$ cat config.mk
export PLATFORM = sky130hd
export DESIGN_NAME = nmea_time_date_extractor
export DESIGN_NICKNAME = d
export VERILOG_FILES = /design/src/rtl/nmea_td_pkg.sv /design/src/rtl/nmea_td_capture.sv /design/src/rtl/nmea_td_convert.sv /design/src/rtl/nmea_time_date_extractor.sv
export SDC_FILE = /design/constraint.sdc
export NUM_CORES = 1
export LEC_CHECK = 0
export BUFFER_PORTS_ARGS = -buffer_cell sky130_fd_sc_hd__buf_2
export CORE_MARGIN = 2
export CORE_UTILIZATION = 62
export CTS_CLUSTER_SIZE = 40
export DETAILED_ROUTE_END_ITERATION = 10
export HOLD_SLACK_MARGIN = 0.08
export PLACE_DENSITY = 0.8
export SYNTH_ARGS = -nofsm -noshare
export SYNTH_HDL_FRONTEND = slang
export SYNTH_SLANG_ARGS = --single-unit
$ cat constraint.sdc
create_clock -name clk -period 7.6 [get_ports clk]
set_clock_uncertainty 0.15 [all_clocks]
set_input_delay 0.38 -clock clk [delete_from_list [all_inputs] [get_ports clk]]
set_output_delay 0.38 -clock clk [all_outputs]
set_load 0.01 [all_outputs]
$ cat src/rtl/nmea_td_pkg.sv
// ----------------------------------------------------------------------------
// nmea_td_pkg
// types, register indexes and digit helpers for the nmea time and date extractor
// ----------------------------------------------------------------------------
`default_nettype none

package nmea_td_pkg;

  localparam int CFG_INDEX_W = 1;

  localparam logic [CFG_INDEX_W-1:0] CFG_HOUR_OFFSET      = 1'd0;
  localparam logic [CFG_INDEX_W-1:0] CFG_DATE_COMMA_INDEX = 1'd1;

  localparam logic [4:0] HOUR_OFFSET_RESET      = 5'b11011;
  localparam logic [4:0] DATE_COMMA_INDEX_RESET = 5'd9;

  localparam logic [7:0] CHAR_COMMA = 8'h2c;
  localparam logic [7:0] CHAR_ZERO  = 8'h30;
  localparam logic [7:0] CHAR_NINE  = 8'h39;

  localparam logic [2:0] FIELD_LEN = 3'd6;
  localparam logic [4:0] COMMA_MAX = 5'd31;

  typedef struct packed {
    logic [7:0] byte_value;
    logic       end_of_sentence;
  } in_item_t;

  typedef struct packed {
    logic [24:0] date_value;
    logic [18:0] time_seconds;
    logic        date_found;
    logic        time_found;
  } out_item_t;

  typedef struct packed {
    logic [5:0][7:0] time_chars;
    logic [5:0][7:0] date_chars;
    logic            time_found;
    logic            date_found;
  } snap_t;

  function automatic logic is_digit(input logic [7:0] c);
    return (c >= CHAR_ZERO) && (c <= CHAR_NINE);
  endfunction

  function automatic logic [6:0] digit_pair(input logic [7:0] hi, input logic [7:0] lo);
    logic [3:0] h;
    logic [3:0] l;
    logic [6:0] v;
    h = 4'(hi - CHAR_ZERO);
    l = 4'(lo - CHAR_ZERO);
    if (!is_digit(hi)) begin
      v = 7'd0;
    end else if (is_digit(lo)) begin
      v = 7'(h) * 7'd10 + 7'(l);
    end else begin
      v = 7'(h);
    end
    return v;
  endfunction

endpackage

`default_nettype wire

$ cat src/rtl/nmea_td_capture.sv
// ----------------------------------------------------------------------------
// nmea_td_capture
// counts commas, captures the time and date characters, hands a snapshot per sentence
// ----------------------------------------------------------------------------
`default_nettype none

module nmea_td_capture (
  input  wire logic                  clk,
  input  wire logic                  rst,
  input  wire logic                  byte_valid,
  output logic                       byte_ready,
  input  wire nmea_td_pkg::in_item_t byte_item,
  input  wire logic [4:0]            date_comma_index,
  output logic                       snap_valid,
  input  wire logic                  snap_ready,
  output nmea_td_pkg::snap_t         snap
);

  logic [4:0]      comma_count;
  logic [2:0]      time_char_count;
  logic [2:0]      date_char_count;
  logic [5:0][7:0] time_chars;
  logic [5:0][7:0] date_chars;

  logic [4:0]      comma_count_next;
  logic [2:0]      time_char_count_next;
  logic [2:0]      date_char_count_next;
  logic [5:0][7:0] time_chars_next;
  logic [5:0][7:0] date_chars_next;
  logic            time_cap;
  logic            date_cap;
  logic            accept;

  assign byte_ready = !snap_valid || snap_ready;
  assign accept     = byte_valid && byte_ready;

  always_comb begin
    time_cap = (comma_count != 5'd0) && (time_char_count < nmea_td_pkg::FIELD_LEN);
    date_cap = (comma_count >= date_comma_index) &&
               (date_char_count < nmea_td_pkg::FIELD_LEN);
    time_chars_next = time_chars;
    date_chars_next = date_chars;
    for (int i = 0; i < 6; i++) begin
      if (time_cap && time_char_count == 3'(i)) begin
        time_chars_next[i] = byte_item.byte_value;
      end
      if (date_cap && date_char_count == 3'(i)) begin
        date_chars_next[i] = byte_item.byte_value;
      end
    end
    time_char_count_next = time_cap ? time_char_count + 3'd1 : time_char_count;
    date_char_count_next = date_cap ? date_char_count + 3'd1 : date_char_count;
    if (byte_item.byte_value == nmea_td_pkg::CHAR_COMMA &&
        comma_count < nmea_td_pkg::COMMA_MAX) begin
      comma_count_next = comma_count + 5'd1;
    end else begin
      comma_count_next = comma_count;
    end
  end

  always_ff @(posedge clk) begin
    if (rst) begin
      comma_count     <= '0;
      time_char_count <= '0;
      date_char_count <= '0;
      snap_valid      <= 1'b0;
    end else begin
      if (accept && byte_item.end_of_sentence) begin
        snap_valid <= 1'b1;
      end else if (snap_ready) begin
        snap_valid <= 1'b0;
      end
      if (accept) begin
        if (byte_item.end_of_sentence) begin
          comma_count     <= '0;
          time_char_count <= '0;
          date_char_count <= '0;
        end else begin
          comma_count     <= comma_count_next;
          time_char_count <= time_char_count_next;
          date_char_count <= date_char_count_next;
        end
      end
    end
  end

  // payload only
  always_ff @(posedge clk) begin
    if (accept) begin
      time_chars <= time_chars_next;
      date_chars <= date_chars_next;
      if (byte_item.end_of_sentence) begin
        snap.time_chars <= time_chars_next;
        snap.date_chars <= date_chars_next;
        snap.time_found <= (time_char_count_next == nmea_td_pkg::FIELD_LEN);
        snap.date_found <= (date_char_count_next == nmea_td_pkg::FIELD_LEN);
      end
    end
  end

endmodule

`default_nettype wire

$ cat src/rtl/nmea_td_convert.sv
// ----------------------------------------------------------------------------
// nmea_td_convert
// turns a captured sentence into date and seconds, holds the result register
// ----------------------------------------------------------------------------
`default_nettype none

module nmea_td_convert (
  input  wire logic               clk,
  input  wire logic               rst,
  input  wire logic               snap_valid,
  output logic                    snap_ready,
  input  wire nmea_td_pkg::snap_t snap,
  input  wire logic [4:0]         hour_offset,
  output logic                    result_valid,
  input  wire logic               result_ready,
  output nmea_td_pkg::out_item_t  result_item
);

  logic [6:0]  dd, mo, yy, hp, mi, ss;
  logic [8:0]  hh;
  logic [8:0]  hh_adj;
  logic [24:0] date_calc;
  logic [18:0] time_calc;
  nmea_td_pkg::out_item_t result_next;

  assign snap_ready = !result_valid || result_ready;

  always_comb begin
    dd = nmea_td_pkg::digit_pair(snap.date_chars[0], snap.date_chars[1]);
    mo = nmea_td_pkg::digit_pair(snap.date_chars[2], snap.date_chars[3]);
    yy = nmea_td_pkg::digit_pair(snap.date_chars[4], snap.date_chars[5]);
    hp = nmea_td_pkg::digit_pair(snap.time_chars[0], snap.time_chars[1]);
    mi = nmea_td_pkg::digit_pair(snap.time_chars[2], snap.time_chars[3]);
    ss = nmea_td_pkg::digit_pair(snap.time_chars[4], snap.time_chars[5]);

    date_calc = 25'(yy) * 25'd10000 + 25'd20000000 + 25'(mo) * 25'd100 + 25'(dd);

    // signed hour sum, one wrap when negative
    hh     = {2'b00, hp} + {{4{hour_offset[4]}}, hour_offset};
    hh_adj = hh[8] ? hh + 9'd24 : hh;
    time_calc = 19'(hh_adj[6:0]) * 19'd3600 + 19'(mi) * 19'd60 + 19'(ss);

    result_next.date_found   = snap.date_found;
    result_next.time_found   = snap.time_found;
    result_next.date_value   = snap.date_found ? date_calc : 25'd0;
    result_next.time_seconds = snap.time_found ? time_calc : 19'd0;
  end

  always_ff @(posedge clk) begin
    if (rst) begin
      result_valid <= 1'b0;
    end else if (snap_ready) begin
      result_valid <= snap_valid;
    end
  end

  always_ff @(posedge clk) begin
    if (snap_valid && snap_ready) begin
      result_item <= result_next;
    end
  end

endmodule

`default_nettype wire

$ cat src/rtl/nmea_time_date_extractor.sv
// ----------------------------------------------------------------------------
// nmea_time_date_extractor
// takes a sentence byte by byte, gives one time and date item per sentence
// ----------------------------------------------------------------------------
// channel   direction  handshake                  payload
// byte      in         byte_valid / byte_ready    byte_item (in_item_t)
// result    out        result_valid / result_ready result_item (out_item_t)
// cfg       in         cfg_valid / cfg_ready      cfg_index, cfg_data
//
// one byte item per cycle while byte_ready is high; after its last byte a result
// passes the snapshot register, then the result register
// rst clears counters, valids and loads hour_offset -5, date_comma_index 9
// byte_ready drops only while a finished sentence waits in both registers
// cfg_ready is always high
// ----------------------------------------------------------------------------
`default_nettype none

module nmea_time_date_extractor (
  input  wire logic                                 clk,
  input  wire logic                                 rst,
  input  wire logic                                 byte_valid,
  output logic                                      byte_ready,
  input  wire nmea_td_pkg::in_item_t                byte_item,
  output logic                                      result_valid,
  input  wire logic                                 result_ready,
  output nmea_td_pkg::out_item_t                    result_item,
  input  wire logic                                 cfg_valid,
  output logic                                      cfg_ready,
  input  wire logic [nmea_td_pkg::CFG_INDEX_W-1:0]  cfg_index,
  input  wire logic [4:0]                           cfg_data
);

  logic [4:0]         hour_offset;
  logic [4:0]         date_comma_index;
  logic               snap_valid;
  logic               snap_ready;
  nmea_td_pkg::snap_t snap;

  assign cfg_ready = 1'b1;

  always_ff @(posedge clk) begin
    if (rst) begin
      hour_offset      <= nmea_td_pkg::HOUR_OFFSET_RESET;
      date_comma_index <= nmea_td_pkg::DATE_COMMA_INDEX_RESET;
    end else if (cfg_valid && cfg_ready) begin
      unique case (cfg_index)
        nmea_td_pkg::CFG_HOUR_OFFSET:      hour_offset      <= cfg_data;
        nmea_td_pkg::CFG_DATE_COMMA_INDEX: date_comma_index <= cfg_data;
        default: ;
      endcase
    end
  end

  nmea_td_capture u_capture (
    .clk              (clk),
    .rst              (rst),
    .byte_valid       (byte_valid),
    .byte_ready       (byte_ready),
    .byte_item        (byte_item),
    .date_comma_index (date_comma_index),
    .snap_valid       (snap_valid),
    .snap_ready       (snap_ready),
    .snap             (snap)
  );

  nmea_td_convert u_convert (
    .clk          (clk),
    .rst          (rst),
    .snap_valid   (snap_valid),
    .snap_ready   (snap_ready),
    .snap         (snap),
    .hour_offset  (hour_offset),
    .result_valid (result_valid),
    .result_ready (result_ready),
    .result_item  (result_item)
  );

endmodule

`default_nettype wire

# Yosys cells after proc, flatten, opt, wreduce, memory -nomap -nowiden
# Cells that the tools add are included.
dict set report word_totals {
  regBits 263
  in_bits 20
  out_inout_bits 49
}
dict set report classes {
  reduce_logical 43
  addsub 28
  mux 33
  n_mul 10
  eq_ne 13
  n_lt_le_gt_ge 28
  bitwise_logic 1
}
# op n
set op_table {}
lappend op_table {{8-bit by 6-bit >= comparator with 1-bit output (second input constant)} 12}
lappend op_table {{8-bit by 6-bit less-or-equal comparator with 1-bit output (second input constant)} 12}
lappend op_table {{8-bit 2-to-1 mux} 12}
lappend op_table {{7-bit 2-to-1 mux} 13}
lappend op_table {{4-bit by 1-bit subtractor with 4-bit output (second input constant)} 12}
lappend op_table {{7-bit by 4-bit adder with 7-bit output} 6}
lappend op_table {{4-bit by 3-bit multiplier with 6-bit output (second input constant)} 6}
lappend op_table {{1-bit logical AND} 30}
lappend op_table {{21-bit by 25-bit adder with 25-bit output (second input constant)} 1}
lappend op_table {{25-bit by 14-bit adder with 25-bit output} 1}
lappend op_table {{25-bit by 7-bit adder with 25-bit output} 1}
lappend op_table {{19-bit by 13-bit adder with 19-bit output} 1}
lappend op_table {{19-bit by 7-bit adder with 19-bit output} 1}
lappend op_table {{3-bit == test (second input constant)} 6}
lappend op_table {{7-bit by 10-bit multiplier with 17-bit output (second input constant)} 1}
lappend op_table {{7-bit by 8-bit multiplier with 15-bit output (second input constant)} 1}
lappend op_table {{3-bit by 2-bit == test with 1-bit output (second input constant)} 4}
lappend op_table {{7-bit by 5-bit multiplier with 12-bit output (second input constant)} 1}
lappend op_table {{3-bit 2-to-1 mux} 4}
lappend op_table {{7-bit by 4-bit multiplier with 11-bit output (second input constant)} 1}
lappend op_table {{5-bit 2-to-1 mux} 2}
lappend op_table {{8-bit by 5-bit adder with 9-bit output} 1}
lappend op_table {{8-bit by 6-bit == test with 1-bit output (second input constant)} 1}
lappend op_table {{2-bit AND reduction} 4}
lappend op_table {{other kinds (14)} 22}

# Logic depth before layout (Yosys ltp)
dict set report logic_depth {
  ltp_word 11
  depth_mapped 29
}

# By module
# Synthesis repeated with hierarchy kept, for this count alone.
dict set report unflattened {
  hier_cells 1361
  area_unflattened_um2 16734.8
}
# module seq_area_each_um2 n_inst cells_each area_each_um2
set by_module_without_submodules {}
lappend by_module_without_submodules {nmea_td_convert 1371.3 1 879 8284.2}
lappend by_module_without_submodules {nmea_td_capture 6065.8 1 439 8034.0}
lappend by_module_without_submodules {nmea_time_date_extractor 200.2 1 43 416.6}

# Least setup slack after synthesis
# Ideal clock, no wire load.
dict set report synth_path {
  path_kind {register to register}
  from {reg u_capture.snap[35] (netlist name)}
  to {reg u_convert.result_item[43] (netlist name)}
  path_buffers 0
  period_less_slack_ns 6.512
  t_arrival_ns 6.107
  slack_ns 1.088
  setup_ns 0.255
  path_stages_with_launch 26
  required_time_ns 7.195
  path_cell_list {edfxtp_1 ha_1 ha_1 fa_1 xnor2_1 nor3_1 ha_1 ha_1 inv_1 fa_1 fa_1 inv_1 ha_1 o21a_1 o31a_1 a21o_1 ha_1 inv_1 ha_1 and4_1 a21o_1 o21ai_0 nand3b_1 a31o_1 a31o_1 and2_1}
}
dict set report synth_via {
  elab_chain_cells 9
  elab_cells_between_ends 12
  classes_between {add/sub (5); mul (2); order compare (2); mux (2); reduce/logical (1)}
}
# item line
set synth_rtl {}
lappend synth_rtl {{4-bit by 1-bit subtractor with 4-bit output} nmea_td_pkg.sv:51} ;# h = 4'(hi - CHAR_ZERO);
lappend synth_rtl {{4-bit by 3-bit multiplier with 6-bit output} nmea_td_pkg.sv:56} ;# v = 7'(h) * 7'd10 + 7'(l);
lappend synth_rtl {{7-bit by 4-bit adder with 7-bit output} nmea_td_pkg.sv:56}
lappend synth_rtl {{7-bit 2-to-1 mux} nmea_td_pkg.sv:55} ;# end else if (is_digit(lo)) begin
lappend synth_rtl {{7-bit 2-to-1 mux (*)} nmea_td_pkg.sv:53} ;# if (!is_digit(hi)) begin
lappend synth_rtl {{7-bit by 10-bit multiplier with 17-bit output (*)} nmea_td_convert.sv:36} ;# date_calc = 25'(yy) * 25'd10000 + 25'd20000000 + 25'(mo) * 25'd100 + 25'(dd);
lappend synth_rtl {{21-bit by 25-bit adder with 25-bit output (*)} nmea_td_convert.sv:36}
lappend synth_rtl {{25-bit by 14-bit adder with 25-bit output (*)} nmea_td_convert.sv:36}
lappend synth_rtl {{25-bit by 7-bit adder with 25-bit output (*)} nmea_td_convert.sv:36}
# Mark *: on every way between the ends. The rest lies on a longest branch, timed or not.
# A chain may end at the register's enable or synchronous reset.

# Worst setup path after layout
dict set report layout_path {
  from {reg u_capture.snap[51] (netlist name)}
  to {reg u_convert.result_item[20] (netlist name)}
}
dict set report layout_via {
  elab_chain_cells 11
  elab_cells_between_ends 14
  classes_between {add/sub (6); mul (2); order compare (2); mux (3); reduce/logical (1)}
}
# item line
set layout_rtl {}
lappend layout_rtl {{4-bit by 1-bit subtractor with 4-bit output} nmea_td_pkg.sv:51}
lappend layout_rtl {{4-bit by 3-bit multiplier with 6-bit output} nmea_td_pkg.sv:56}
lappend layout_rtl {{7-bit by 4-bit adder with 7-bit output} nmea_td_pkg.sv:56}
lappend layout_rtl {{7-bit 2-to-1 mux} nmea_td_pkg.sv:55}
lappend layout_rtl {{7-bit 2-to-1 mux (*)} nmea_td_pkg.sv:53}
lappend layout_rtl {{8-bit by 5-bit adder with 9-bit output (*)} nmea_td_convert.sv:39} ;# hh = {2'b00, hp} + {{4{hour_offset[4]}}, hour_offset};
lappend layout_rtl {{7-bit by 5-bit adder with 7-bit output} nmea_td_convert.sv:40} ;# hh_adj = hh[8] ? hh + 9'd24 : hh;
lappend layout_rtl {{7-bit 2-to-1 mux (*)} nmea_td_convert.sv:40}
lappend layout_rtl {{7-bit by 8-bit multiplier with 15-bit output (*)} nmea_td_convert.sv:41} ;# time_calc = 19'(hh_adj[6:0]) * 19'd3600 + 19'(mi) * 19'd60 + 19'(ss);
lappend layout_rtl {{19-bit by 13-bit adder with 19-bit output (*)} nmea_td_convert.sv:41}
lappend layout_rtl {{19-bit by 7-bit adder with 19-bit output (*)} nmea_td_convert.sv:41}
# Marks and branches as above.

==> metrics <==
vias in the first global route=10,630; synth unique cells=74; Starting Density=63.39%; total wire length=32,110 um; chip height=167.7 um; clock latency on the worst-skew pair=580 ps; clock tree buffer depth=3; Critical Path Fanout Max=8; r2r endpoint=u_convert.result_item[20]; Global Route Usage Sum=23.21%; DIE AREA=0.02812 mm2; Syn. warnings=0; DRC=0; CTS root buffer=clkbuf_16; most frequent cells in the layout=edfxtp_1, ha_1, inv_1; RSZ-0062 raised after global routing=false; Max-slew headroom=31.15%; Worst Path Arrival=7370 ps; VDD IR-drop max=201.4 uV; DP HPWL=22,990 um; CP startpoint kind=flop; sequential share of the synthesized area=45.98%; fin area=0.01844 mm2; placed cell area=0.01731 mm2; row count=59; WHS Path Cells=3; f_max=140.6 MHz; R2R setup slack=490 ps; Horiz. Die Dim=167.7 um; TritonCTS Buffers=28; Port Buffers=66; number of iterations in the first detailed-routing pass=5; WP data required=7860 ps; ys flop type=edfxtp_1; Final Max Slew Viols=0; setup violators final=0; CTS HTree Levels=1; Layout area overhead=11.01%; Post-synth EDFFs=239; Layout Nets=1,730; Ports=69; WS Path Type=flop to flop; post-CTS setup buffer count=0; status=finished, final reports clean; hold crit path type=input pin to flop; Tmin final=7111 ps; Worst Reg-to-Reg Cells=25; area fraction of the dominant cell type after synthesis=43.21%; drt initial violations=785; WL/cell=17.76 um; mapped cell area=0.01661 mm2; max-cap violation count=0; total negative slack=0 ps; largest net degree at the start of global routing=82; via count=10,550; Sink Count=262; worst slew pin tran=1033 ps; worst reg2reg startpoint=u_capture.snap[51]; min-delay src=byte_item[0]; ant diodes=0; async set-or-reset flop fraction in the synthesized netlist=0%; mean number of vias per cell=5.836; first-pass GRT wire length=52,820 um; #FFs+latches synth=262; Clock Pin Slew Worst Setup and Hold Paths=60 ps; Final GP Congestion=0.8602; dominant cell type by area after synthesis=edfxtp_1; Setup crit end kind=flop; Worst Hold Path EP=u_capture.comma_count[3]; Filler Cells Inserted=1,743; fraction of layout cells with a size suffix above 1=16.70%; Final Hold Fails=0; period utilisation layout=93.56%; top cells by area, synth=edfxtp_1, ha_1, mux2_2, fa_1, xnor2_1; total grt overflow=0; Mapped Nets=1,639; Pleak=0.008101 uW; PwrDens=211.0 mW/mm2; initial antenna violation count=0; Mapped Cells=1,360; Util after Layout=70.37%; Avg Cell Area, Syn=12.21 um2; Final ANT Viol Nets=0; core area=0.02621 mm2; commonest non-fill, non-tap cell in the layout=edfxtp_1; CTS tree=done
==> cells in the mapped netlist, types with 3 or more instances <==
library cell / number
or3_1: 7
and2_1: 17
fa_1: 45
and3_1: 3
a211o_1: 3
inv_1: 104
nand3_1: 25
mux2i_1: 20
nand4_1: 15
a211oi_1: 8
or2_2: 17
o21bai_1: 7
edfxtp_1: 239
o22ai_1: 3
o31ai_1: 5
ha_1: 214
nand2b_1: 10
nor2_1: 96
o211ai_1: 4
a21oi_1: 69
clkbuf_1: 20
dfxtp_1: 23
nor2b_1: 13
nand2_1: 58
o21ai_0: 42
mux2_2: 96
a21o_1: 22
nor4b_1: 6
nor4_1: 4
xor2_1: 27
xnor2_1: 55
a41o_1: 3
o21a_1: 12
nor3_1: 18
==> routing by layer <==
metal / global-route usage (%) / up-vias / routed length [um]
li1: - / 5148 / -
met5: 0 / - / 0
met1: 31.77 / 5104 / 14660
met3: 2.671 / 42 / 1405
met2: 40.00 / 258 / 15440
met4: 5.558 / 0 / 601
==> cell families after synthesis <==
| group | share of synthesized area (%) |
|---|---|
| other | 0.04521 |
| and+or+nand+nor | 8.979 |
| adders and majority gates | 21.54 |
| muxes | 7.713 |
| xor gates and xnor gates | 4.519 |
| buffers and inverters | 2.945 |
| DFF | 45.98 |
| AOI/OAI and AO/OA | 8.278 |
==> worst max-delay path by stage <==
stage / startpoint / end / slack [ps] / cells after the start
6_report: u_capture.snap[51] / u_convert.result_item[20] / 490 / 25
5_1_grt: u_capture.snap[60] / u_convert.result_item[20] / 40 / 25
3_3_place_gp: u_capture.snap[60] / u_convert.result_item[20] / 830 / 23
3_5_place_dp: u_capture.snap[51] / u_convert.result_item[20] / 590 / 25
4_1_cts: u_capture.snap[51] / u_convert.result_item[20] / 500 / 25
2_1_floorplan: u_capture.snap[35] / u_convert.result_item[43] / 1090 / 25
==> cell type report <==
type | instances | area, um2 | area share [%]
Multi-Input combinational cell | 970 | 8499 | 46.09
Clock buffer | 29 | 704.4 | 3.820
Sequential cell | 262 | 7637 | 41.42
Inverter | 105 | 396.6 | 2.151
Timing Repair Buffer | 84 | 498.0 | 2.701
Tap cell | 335 | 419.2 | 2.273
Clock inverter | 23 | 285.3 | 1.547
==> repair_timing <==
| item | 4_1_cts | 5_1_grt |
|---|---|---|
| gates resized for setup | 0 | 1 |
| setup endpoints to repair | 0 | 1 |
| hold endpoints to repair | 19 | 0 |
| hold buffers | 13 | 0 |
==> metrics by stage <==
stage / cells / hold slack (ps) / power (uW) / setup WS, ps
2_1_floorplan: 1360 / 286.3 / 2321 / 1088
5_1_grt: 1808 / 163.0 / 4082 / 36.26
3_3_place_gp: 1743 / 299.4 / 2459 / 826.6
4_1_cts: 1808 / 120.7 / 3914 / 502.1
3_5_place_dp: 1743 / 301.4 / 2483 / 586.2
6_report: 1808 / 146.4 / 3891 / 489.1
==> worst max-delay path: stages (launching register included) <==
cell,delay [ps]
edfxtp_1,470
ha_1,330
ha_1,210
fa_1,520
nand2_1,70
nor2_1,120
xnor2_1,70
or2_2,290
inv_1,80
ha_1,220
o21bai_1,190
o41ai_4,140
xor2_2,210
o21ai_0,530
ha_1,350
ha_1,320
fa_1,480
ha_1,320
ha_1,370
o21ai_0,110
nor2_1,80
o31ai_1,240
a21boi_1,320
o2111ai_1,170
or4_1,500
nand2_1,70
==> registers in the layout, indices dropped and copies added, names as in the netlist, 3 cells and up <==
name and count:
date_comma_index 5, hour_offset 5, u_capture.comma_count 5, u_capture.date_char_count 3, u_capture.date_chars 48, u_capture.snap 98
u_capture.time_char_count 3, u_capture.time_chars 48, u_convert.result_item 45
==> power by group <==
part	leakage (uW)	switching, uW	internal, uW
registers	0.00247	27.6	1660
clock network	0.000481	566	852
logic	0.00515	440	344
total	0.00810	1030	2860
Note: power is estimated with default switching activity, not from simulation.
